File: config.mk
export PLATFORM = sky130hd
export DESIGN_NAME = scmi_ctrl
export DESIGN_NICKNAME = d
export VERILOG_FILES = /design/src/design/scmi_pkg.sv /design/src/design/scmi_ctrl.sv
export SDC_FILE = /design/constraint.sdc
export NUM_CORES = 1
export LEC_CHECK = 0
export BUFFER_PORTS_ARGS = -buffer_cell sky130_fd_sc_hd__buf_2
export CAP_MARGIN = 0
export CORE_AREA = 2 2 39 41
export DETAILED_ROUTE_END_ITERATION = 8
export DIE_AREA = 0 0 41 43
export GPL_TIMING_DRIVEN = 0
export HOLD_SLACK_MARGIN = 0.1
export SLEW_MARGIN = 0
export SYNTH_ARGS = -nofsm -noshare
export SYNTH_HDL_FRONTEND = slang
export SYNTH_SLANG_ARGS = --single-unit
File: constraint.sdc
create_clock -name clk -period 2.35 [get_ports clk]
set_clock_uncertainty 0.2 [all_clocks]
set_input_delay 0.235 -clock clk [delete_from_list [all_inputs] [get_ports clk]]
set_output_delay 0.235 -clock clk [all_outputs]
set_load 0.01 [all_outputs]
File: src/design/scmi_pkg.sv
// Shared constants, types and controller interface structs for the span column merge-insert core.
`timescale 1ns / 1ps
package scmi_pkg;

    localparam int MAX_COLUMNS      = 4096;
    localparam int SLOTS_PER_COLUMN = 8;
    localparam int HEIGHT_BITS      = 13;

    localparam int COL_BITS  = $clog2(MAX_COLUMNS);
    localparam int SLOT_BITS = (SLOTS_PER_COLUMN > 1) ? $clog2(SLOTS_PER_COLUMN) : 1;
    localparam int CNT_BITS  = $clog2(SLOTS_PER_COLUMN + 1);

    localparam int X_BITS    = 6;
    localparam int Z_BITS    = 6;
    localparam int AREA_BITS = 8;
    localparam int GW_BITS   = 7;
    localparam int THR_BITS  = 13;
    localparam int CFG_BITS  = 13;
    localparam int CIDX_BITS = X_BITS + Z_BITS + GW_BITS;

    localparam logic [1:0] ST_INSERTED = 2'd0;
    localparam logic [1:0] ST_FULL     = 2'd1;
    localparam logic [1:0] ST_RANGE    = 2'd2;

    localparam logic CFG_GRID_WIDTH      = 1'b0;
    localparam logic CFG_MERGE_THRESHOLD = 1'b1;

    localparam logic [GW_BITS-1:0]  GRID_WIDTH_RESET = 7'd64;
    localparam logic [THR_BITS-1:0] THRESHOLD_RESET  = 13'd1;

    typedef struct packed {
        logic [HEIGHT_BITS-1:0] bot;
        logic [HEIGHT_BITS-1:0] top;
        logic [AREA_BITS-1:0]   area;
    } slot_t;

    typedef slot_t [SLOTS_PER_COLUMN-1:0] row_t;

    typedef struct packed {
        logic clear_we;
        logic load_in;
        logic check;
        logic capture;
        logic step;
        logic finish;
    } ctrl_cmd_t;

    typedef struct packed {
        logic clear_last;
        logic range_bad;
        logic cnt_zero;
        logic walk_last;
        logic out_busy;
    } dp_status_t;

endpackage

File: src/design/scmi_ctrl.sv
// Controller state machine sequencing clear, read, walk and write-back of one column.
`timescale 1ns / 1ps
module scmi_ctrl import scmi_pkg::*; (
    input  logic       clk,
    input  logic       rst_n,
    input  logic       in_valid,
    output logic       in_ready,
    input  dp_status_t stat,
    output ctrl_cmd_t  cmd
);

    localparam logic [2:0] S_CLEAR  = 3'd0;
    localparam logic [2:0] S_IDLE   = 3'd1;
    localparam logic [2:0] S_CHECK  = 3'd2;
    localparam logic [2:0] S_READ   = 3'd3;
    localparam logic [2:0] S_LOAD   = 3'd4;
    localparam logic [2:0] S_WALK   = 3'd5;
    localparam logic [2:0] S_FINISH = 3'd6;

    logic [2:0] state_reg;
    logic [2:0] state_next;

    always_ff @(posedge clk or negedge rst_n)
    begin
        if (!rst_n)
        begin
            state_reg <= S_CLEAR;
        end
        else
        begin
            state_reg <= state_next;
        end
    end

    always_comb
    begin
        state_next = state_reg;
        cmd        = '0;
        in_ready   = 1'b0;
        unique case (state_reg)
            S_CLEAR:
            begin
                cmd.clear_we = 1'b1;
                if (stat.clear_last)
                begin
                    state_next = S_IDLE;
                end
            end
            S_IDLE:
            begin
                in_ready = 1'b1;
                if (in_valid)
                begin
                    cmd.load_in = 1'b1;
                    state_next  = S_CHECK;
                end
            end
            S_CHECK:
            begin
                cmd.check  = 1'b1;
                state_next = stat.range_bad ? S_FINISH : S_READ;
            end
            S_READ:
            begin
                state_next = S_LOAD;
            end
            S_LOAD:
            begin
                cmd.capture = 1'b1;
                state_next  = stat.cnt_zero ? S_FINISH : S_WALK;
            end
            S_WALK:
            begin
                cmd.step = 1'b1;
                if (stat.walk_last)
                begin
                    state_next = S_FINISH;
                end
            end
            S_FINISH:
            begin
                if (!stat.out_busy)
                begin
                    cmd.finish = 1'b1;
                    state_next = S_IDLE;
                end
            end
            default:
            begin
                state_next = S_IDLE;
            end
        endcase
    end

endmodule

**After elaboration in Yosys (flattened, before gate mapping)**

Cells that the tools add are included.

- Register bits: 3
- Output and inout port bits: 7
- Word-level logic and storage cells: 29

- Reduce and logical (&&, ||, !) cells: 2
- Multiplexer cells: 16
- Equality and inequality tests: 10

Operators with widths:

| kind | number |
|---|---|
| $pmux W3 S7 | 1 |
| $mux W3 | 5 |
| $eq A3 B3 Y1 const B | 3 |
| $mux W1 | 9 |
| $ne A2 B2 Y1 const B | 4 |
| $eq A3 B2 Y1 const B | 2 |
| $reduce_and A4 Y1 | 1 |
| $eq A3 B1 Y1 const B | 1 |
| $logic_not A3 Y1 | 1 |
| $mux W2 | 1 |

**Logic depth before layout (Yosys ltp)**

Gate-level depths: netlist (run 1).

- Word-level depth: 3
- Gate-level depth with buffers: 7

**Least setup slack after synthesis (run 1)**

No wires, ideal clock.

- Path type: flip-flop to flip-flop
- Start point: reg state_reg[1]
- End point: reg state_reg[0]
- Arrival: 1.362 ns
- Data required time: 2.025 ns
- Setup slack: 0.663 ns
- Path buffers: 1
- Stages on the path, launching flop included: 7
- Cell sequence: dfrtp_1 buf_6 inv_1 ha_1 o21ai_0 nand3_1 mux2_4

- Cells in the longest elaborated chain, start to end: 3
- Elaborated cells on any way between the ends: 13
- Those cells by class: 10 x eq/ne; 1 x mux; 2 x reduce/logical

RTL lines:

| element | RTL line | text |
|---|---|---|
| start, declared | scmi_ctrl.sv:20 | `logic [2:0] state_reg;` |
| start signal, assigned | scmi_ctrl.sv:31 | `state_reg <= state_next;` |
| $eq A3 B3 Y1, or another cell as far along | scmi_ctrl.sv:40 | `unique case (state_reg)` |
| $ne A2 B2 Y1 (no line) | - |  |
| $reduce_and A4 Y1 (no line) | - |  |

Several ways; a longest one is shown, not always the timed one.
A chain may end at the register's enable or synchronous reset.

**Worst setup path after layout (run 1)**

- Start point: reg state_reg[1]
- End point: reg state_reg[2]

Same word-level chain as after synthesis.

==> results_dict.tcl, run 1 <==
set metrics [dict create \
    outcome "complete, no violations" \
    finalCritPeriodShare 0.784 \
    switching_share 0.433 \
    cp-start-kind "flip-flop" \
    dieArea_um2 1760 \
    diodes 0 \
    clock_power_share 0.150 \
    start_util 0.243 \
    yosys.area_share.adder 0.0372 \
    p_per_area_nw_per_um2 1260 \
    gr-usage-all-layers 0.0843 \
    mappedNetlistArea_um2 337 \
    place_hpwl_um 593 \
    nets 72 \
    largest_register_ffs 3 \
    gpl.final_weighted_congestion 0.641 \
    area_growth_pct 40.5 \
    p_leak_nw 0.254 \
    p_int_mw 0.337 \
    core_um2 1380 \
    cap_violations 0 \
    fin_ws_ns 0.508 \
    port_buffers 14 \
    critPathArrivalTime_ns 1.81 \
    wl_met2_um 323 \
    wl_met1_um 412 \
    cts.clk_slew.worst_paths_ns 0.04 \
    cp.required_ns 2.31 \
    numCtsBuffers 3 \
    tightest_slew_ns 0.366 \
    avgSynthCellArea_um2 8.01 \
    n_fill_cell 150 \
    synth_cell_types 24 \
    drive_gt1_frac 0.419 \
    grt_pass1_wl_um 1040 \
    synth_top_family_by_area "simple AND/OR/NAND/NOR gates" \
    tns_ns 0 \
    initialDrtViolationCount 9 \
    wl_met3_um 42 \
    setup_viol 0 \
    min-delay-path-class "in2async" \
    synth_compound_area_frac 0.201 \
    clockRootBuffer "clkbuf_4" \
    cp_max_fo 10 \
    max_freq_mhz 543 \
    viasPerCell 4.74 \
    combinationalPowerShare 0.684 \
    synth_warnings 0 \
    fin_cells 78 \
    wirelength_um 795 \
    grt-ovfl-total 0 \
    synthXorXnorAreaFrac 0 \
    clk_latency_ns 0.23 \
    synth_seq_cells 3 \
    synthMuxAreaShare 0.0743 \
    synthCells 42 \
    tritoncts "done" \
    drt_pass1_iterations 3 \
    cts_sinks 3 \
    die_width_um 41 \
    seqPwrFrac 0.165 \
    ant_nets 0 \
    hold_buffers 2 \
    whs_ns 0.123 \
    drv_slew 0 \
    grt_setup_unrepaired "no" \
    yosysSeqAreaShare 0.223 \
    antenna_found_initial 0 \
    cts_buffer_depth 2 \
    ioPinCount 15 \
    grt_max_degree 11 \
    timing.final.hold_violations 0 \
    die_y_um 43 \
    cts_htree_levels 1 \
    drcViolationCount 0 \
    pre_cts_slack_ns 0.497 \
    peakVddDrop_mv 0.295 \
    slew_headroom 0.750 \
    worstSetupPathType "reg2reg" \
    crit_path_end_kind "flip-flop" \
    wl_per_cell_um 10.2 \
    dp.cells 72 \
    postCtsSetupBuffers 0 \
    synthSimpleGateAreaFrac 0.349 \
    min_period_ns 1.84 \
    syn-num-nets 51 \
    power_switching_mw 0.257 \
    rows 14 \
    top_layer "met4" \
    grt_pass1_vias 265 \
    cts_resized 0 \
    vias 370 \
]
stage by stage:
step	utilization	power (mW)	instance area [um^2]
final	0.342	0.594	473
after global placement	0.308	0.501	427
after global routing	0.342	0.645	473
after detailed placement	0.308	0.507	427
after floorplan	-	0.408	337
after CTS	0.342	0.599	473
cell families (layout without fill, tap and decap cells):
kind of cell | Yosys count | count (layout)
AOI/OAI and AO/OA | 9 | 9
DFF | 3 | 3
buffers and inverters | 6 | 26
and+or+nand+nor | 21 | 21
adders and majority gates | 1 | 1
muxes | 2 | 2
power by group through the flow:
stage	combinational [mW]	sequential [mW]	clock, mW
6_report	0.407	0.0982	0.0892
5_1_grt	0.453	0.0995	0.0933
4_1_cts	0.410	0.0982	0.0905
3_5_place_dp	0.408	0.0989	0
3_3_place_gp	0.403	0.0985	0
2_1_floorplan	0.316	0.0923	0
layout make-up:
| type | count | area, um^2 | share of cell area |
|---|---|---|---|
| inverter | 3 | 11.3 | 0.0238 |
| buffer | 3 | 27.5 | 0.0582 |
| timing repair buffer | 16 | 90.1 | 0.190 |
| clock buffer | 4 | 26.3 | 0.0556 |
| multi-input combinational | 33 | 223 | 0.471 |
| tap | 16 | 20.0 | 0.0423 |
| sequential | 3 | 75.1 | 0.159 |
Yosys cell counts, drive strengths merged:
master	instances	area [um^2]
mux2	1	15.0
and2b	1	10.0
nor2	4	15.0
a2111oi	1	8.76
inv	3	11.3
o21ai	4	20.0
nor3	4	20.0
a31oi	1	12.5
and4bb	1	12.5
dfrtp	3	75.1
a21o	1	7.51
nor3b	1	7.51
a32oi	1	8.76
buf	3	27.5
ha	1	12.5
nand2	5	21.3
and3	3	21.3
a32o	1	10.0
mux2i	1	10.0
nand3	2	10.0
routing by layer:
metal | GRT usage | up-vias
met3 | 0 | 2
met2 | 0.122 | 12
li1 | - | 192
met5 | 0 | -
met1 | 0.125 | 164
met4 | 0.0400 | 0
worst paths after layout:
kind | startpoint | to | slack (ns) | cells past startpoint
worst max register to register | state_reg[1] | state_reg[2] | 0.51 | 6
worst max-delay path | state_reg[1] | state_reg[2] | 0.51 | 6
max in group asynchronous | rst_n | state_reg[2] | 1.72 | 2
worst min register to register | state_reg[0] | state_reg[0] | 0.47 | 2
worst min-delay path | rst_n | state_reg[0] | 0.12 | 2
min in group clk | stat[4] | state_reg[2] | 0.19 | 5
worst max-delay path: stages (launching register included):
cell	delay, ns
dfrtp_1	0.37
buf_6	0.14
inv_1	0.13
ha_1	0.30
a2111oi_0	0.43
o21ai_1	0.12
nand2_1	0.08
layout by cell type, fill, tap and decap left out:
cell	netlist	routed
a2111oi_0	1	1
buf_6	2	2
nand2_2	1	1
ha_1	1	1
nor3b_1	1	1
and3_2	2	2
inv_1	3	3
o21ai_0	2	2
mux2i_1	1	1
a32oi_1	1	1
dfrtp_1	3	3
nor2_1	4	4
buf_2	1	15
clkbuf_4	0	3
dlygate4sd3_1	0	2
nand3_1	2	2
and2b_4	1	1
mux2_4	1	1
clkbuf_1	0	1
nand2_1	4	4
a31oi_2	1	1
nor3_1	4	4
a21o_1	1	1
and3_1	1	1
and4bb_1	1	1
o21ai_1	2	2
a32o_1	1	1
(Power assumes the default switching activity.)
==> run 2, diff against run 1 <==
==> constraint.sdc (replaced) <==
create_clock -name clk -period 1.63 [get_ports clk]
set_clock_uncertainty 0.2 [all_clocks]
set_input_delay 0.163 -clock clk [delete_from_list [all_inputs] [get_ports clk]]
set_output_delay 0.163 -clock clk [all_outputs]
set_load 0.01 [all_outputs]
==> results_dict.tcl, run 2 (synthesized netlist as in run 1, its figures left out) <==
set metrics [dict create \
    gpl.final_weighted_congestion 0.651 \
    crit_path_end_kind "flip-flop" \
    grt-ovfl-total 0 \
    start_util 0.243 \
    drcViolationCount 0 \
    clock_power_share 0.114 \
    place_area_um2 439 \
    max_stage_delay_ns 0.37 \
    worstPathCellList "buf_6 > and4bb_2 > a31oi_4 > nand2_2 > mux2_4" \
    antenna_found_initial 0 \
    ioPinCount 15 \
    cp_slowest_cell "dfrtp_1" \
    final_cell_mix "buf_2, buf_4, nand2_1, o21ai_1" \
    clockRootBuffer "clkbuf_4" \
    min_period_ns 1.65 \
    nets 80 \
    p_per_area_nw_per_um2 1890 \
    worstSetupPathType "reg2reg" \
    min-delay-path-class "in2reg" \
    cts_buffer_depth 2 \
    violations "negative setup slack" \
    cp_max_fo 8 \
    viasPerCell 4.67 \
    timing.final.hold_violations 0 \
    seqPwrFrac 0.129 \
    grt_pass1_wl_um 1260 \
    ant_nets 0 \
    diodes 0 \
    fin_ws_ns -0.0161 \
    slew_headroom 0.845 \
    cp.required_ns 1.54 \
    place_hpwl_um 595 \
    finalCritPeriodShare 1.01 \
    vias 402 \
    outcome "complete, but fails checks" \
    combinationalPowerShare 0.757 \
    tritoncts "done" \
    cap_violations 0 \
    gr-usage-all-layers 0.102 \
    p_int_mw 0.641 \
    max_freq_mhz 608 \
    clk_latency_ns 0.23 \
    grt_max_degree 11 \
    power_switching_mw 0.476 \
    core_um2 1380 \
    p_leak_nw 0.294 \
    area_growth_pct 75.8 \
    fin_area_um2 592 \
    drive_gt1_frac 0.571 \
    pre_cts_slack_ns -0.107 \
    switching_share 0.426 \
    grt_pass1_vias 314 \
    largest_register_ffs 3 \
    layout_commonest_cell "buf_2" \
    wirelength_um 968 \
    cts_htree_levels 1 \
    critPathArrivalTime_ns 1.56 \
    cp-start-kind "flip-flop" \
    initialDrtViolationCount 2 \
    peakVddDrop_mv 0.417 \
    port_buffers 14 \
    die_y_um 43 \
    setup_viol 1 \
    numCtsBuffers 3 \
    wl_per_cell_um 11.3 \
    dieArea_um2 1760 \
    rows 14 \
    finalPower_mw 1.12 \
    drv_slew 0 \
    cts.clk_slew.worst_paths_ns 0.04 \
    drt_pass1_iterations 2 \
    tightest_slew_ns 0.233 \
    die_width_um 41 \
    cts_sinks 3 \
    grt_setup_unrepaired "yes" \
]
run 2: path summary, 6_finish.rpt:
path,start,end,slack [ns],depth (start not counted)
max,state_reg[0],state_reg[0],-0.02,5
min,stat[4],state_reg[2],0.12,5
max reg2reg,state_reg[0],state_reg[0],-0.02,5
min reg2reg,state_reg[0],state_reg[0],0.45,2
max in group asynchronous,rst_n,state_reg[2],0.47,3
min in group asynchronous,rst_n,state_reg[0],0.60,3
run 2: power groups by stage:
stage	logic [mW]	clock network (mW)	registers, mW
after floorplan	0.481	0	0.136
after global placement	0.614	0	0.145
after detailed placement	0.619	0	0.146
after CTS	0.718	0.131	0.146
after global routing	0.923	0.134	0.146
final	0.846	0.128	0.144
run 2: worst max-delay path: cells and delay by family, from the launching register on:
kind | cells | cell delay [ns]
flops | 1 | 0.37
simple gates | 2 | 0.34
mux | 1 | 0.29
compound gates | 1 | 0.18
buf+inv | 1 | 0.14
run 2: per-layer routing:
layer	vias to the layer above	GRT usage	share of wire
li1	209	-	-
met1	179	0.125	0.46
met2	12	0.175	0.48
met3	2	0.00524	0.034
met4	0	0.0400	0.015
met5	-	0	0
run 2: timing repair:
| item | 4_1_cts | 5_1_grt |
|---|---|---|
| hold buffers | 3 | 0 |
| setup endpoints to repair | 6 | 6 |
| gates cloned | 0 | 0 |
| endpoints found under the hold margin | 5 | 0 |
| resized for setup | 8 | 6 |
| pin swaps | 1 | 5 |
| buffers inserted | 1 | 6 |
run 2: metrics by stage:
| step | hold slack, ns | instances | util | TNS, ns |
|---|---|---|---|---|
| floorplan | -0.333 | 42 | - | 0 |
| global placement | -0.242 | 72 | 0.317 | -0.186 |
| detailed placement | -0.241 | 72 | 0.317 | -0.173 |
| CTS | 0.125 | 80 | 0.383 | -0.00155 |
| global route | 0.162 | 86 | 0.428 | -0.119 |
| finish | 0.120 | 86 | 0.428 | -0.0161 |
run 2: area by class of cell:
cell class                      count  area, um^2
Fill cell                         145         792
Multi-Input combinational cell     33         270
Timing Repair Buffer               24         153
Sequential cell                     3        76.3
Buffer                              3        30.0
Clock buffer                        4        26.3
Tap cell                           16        20.0
Inverter                            3        16.3
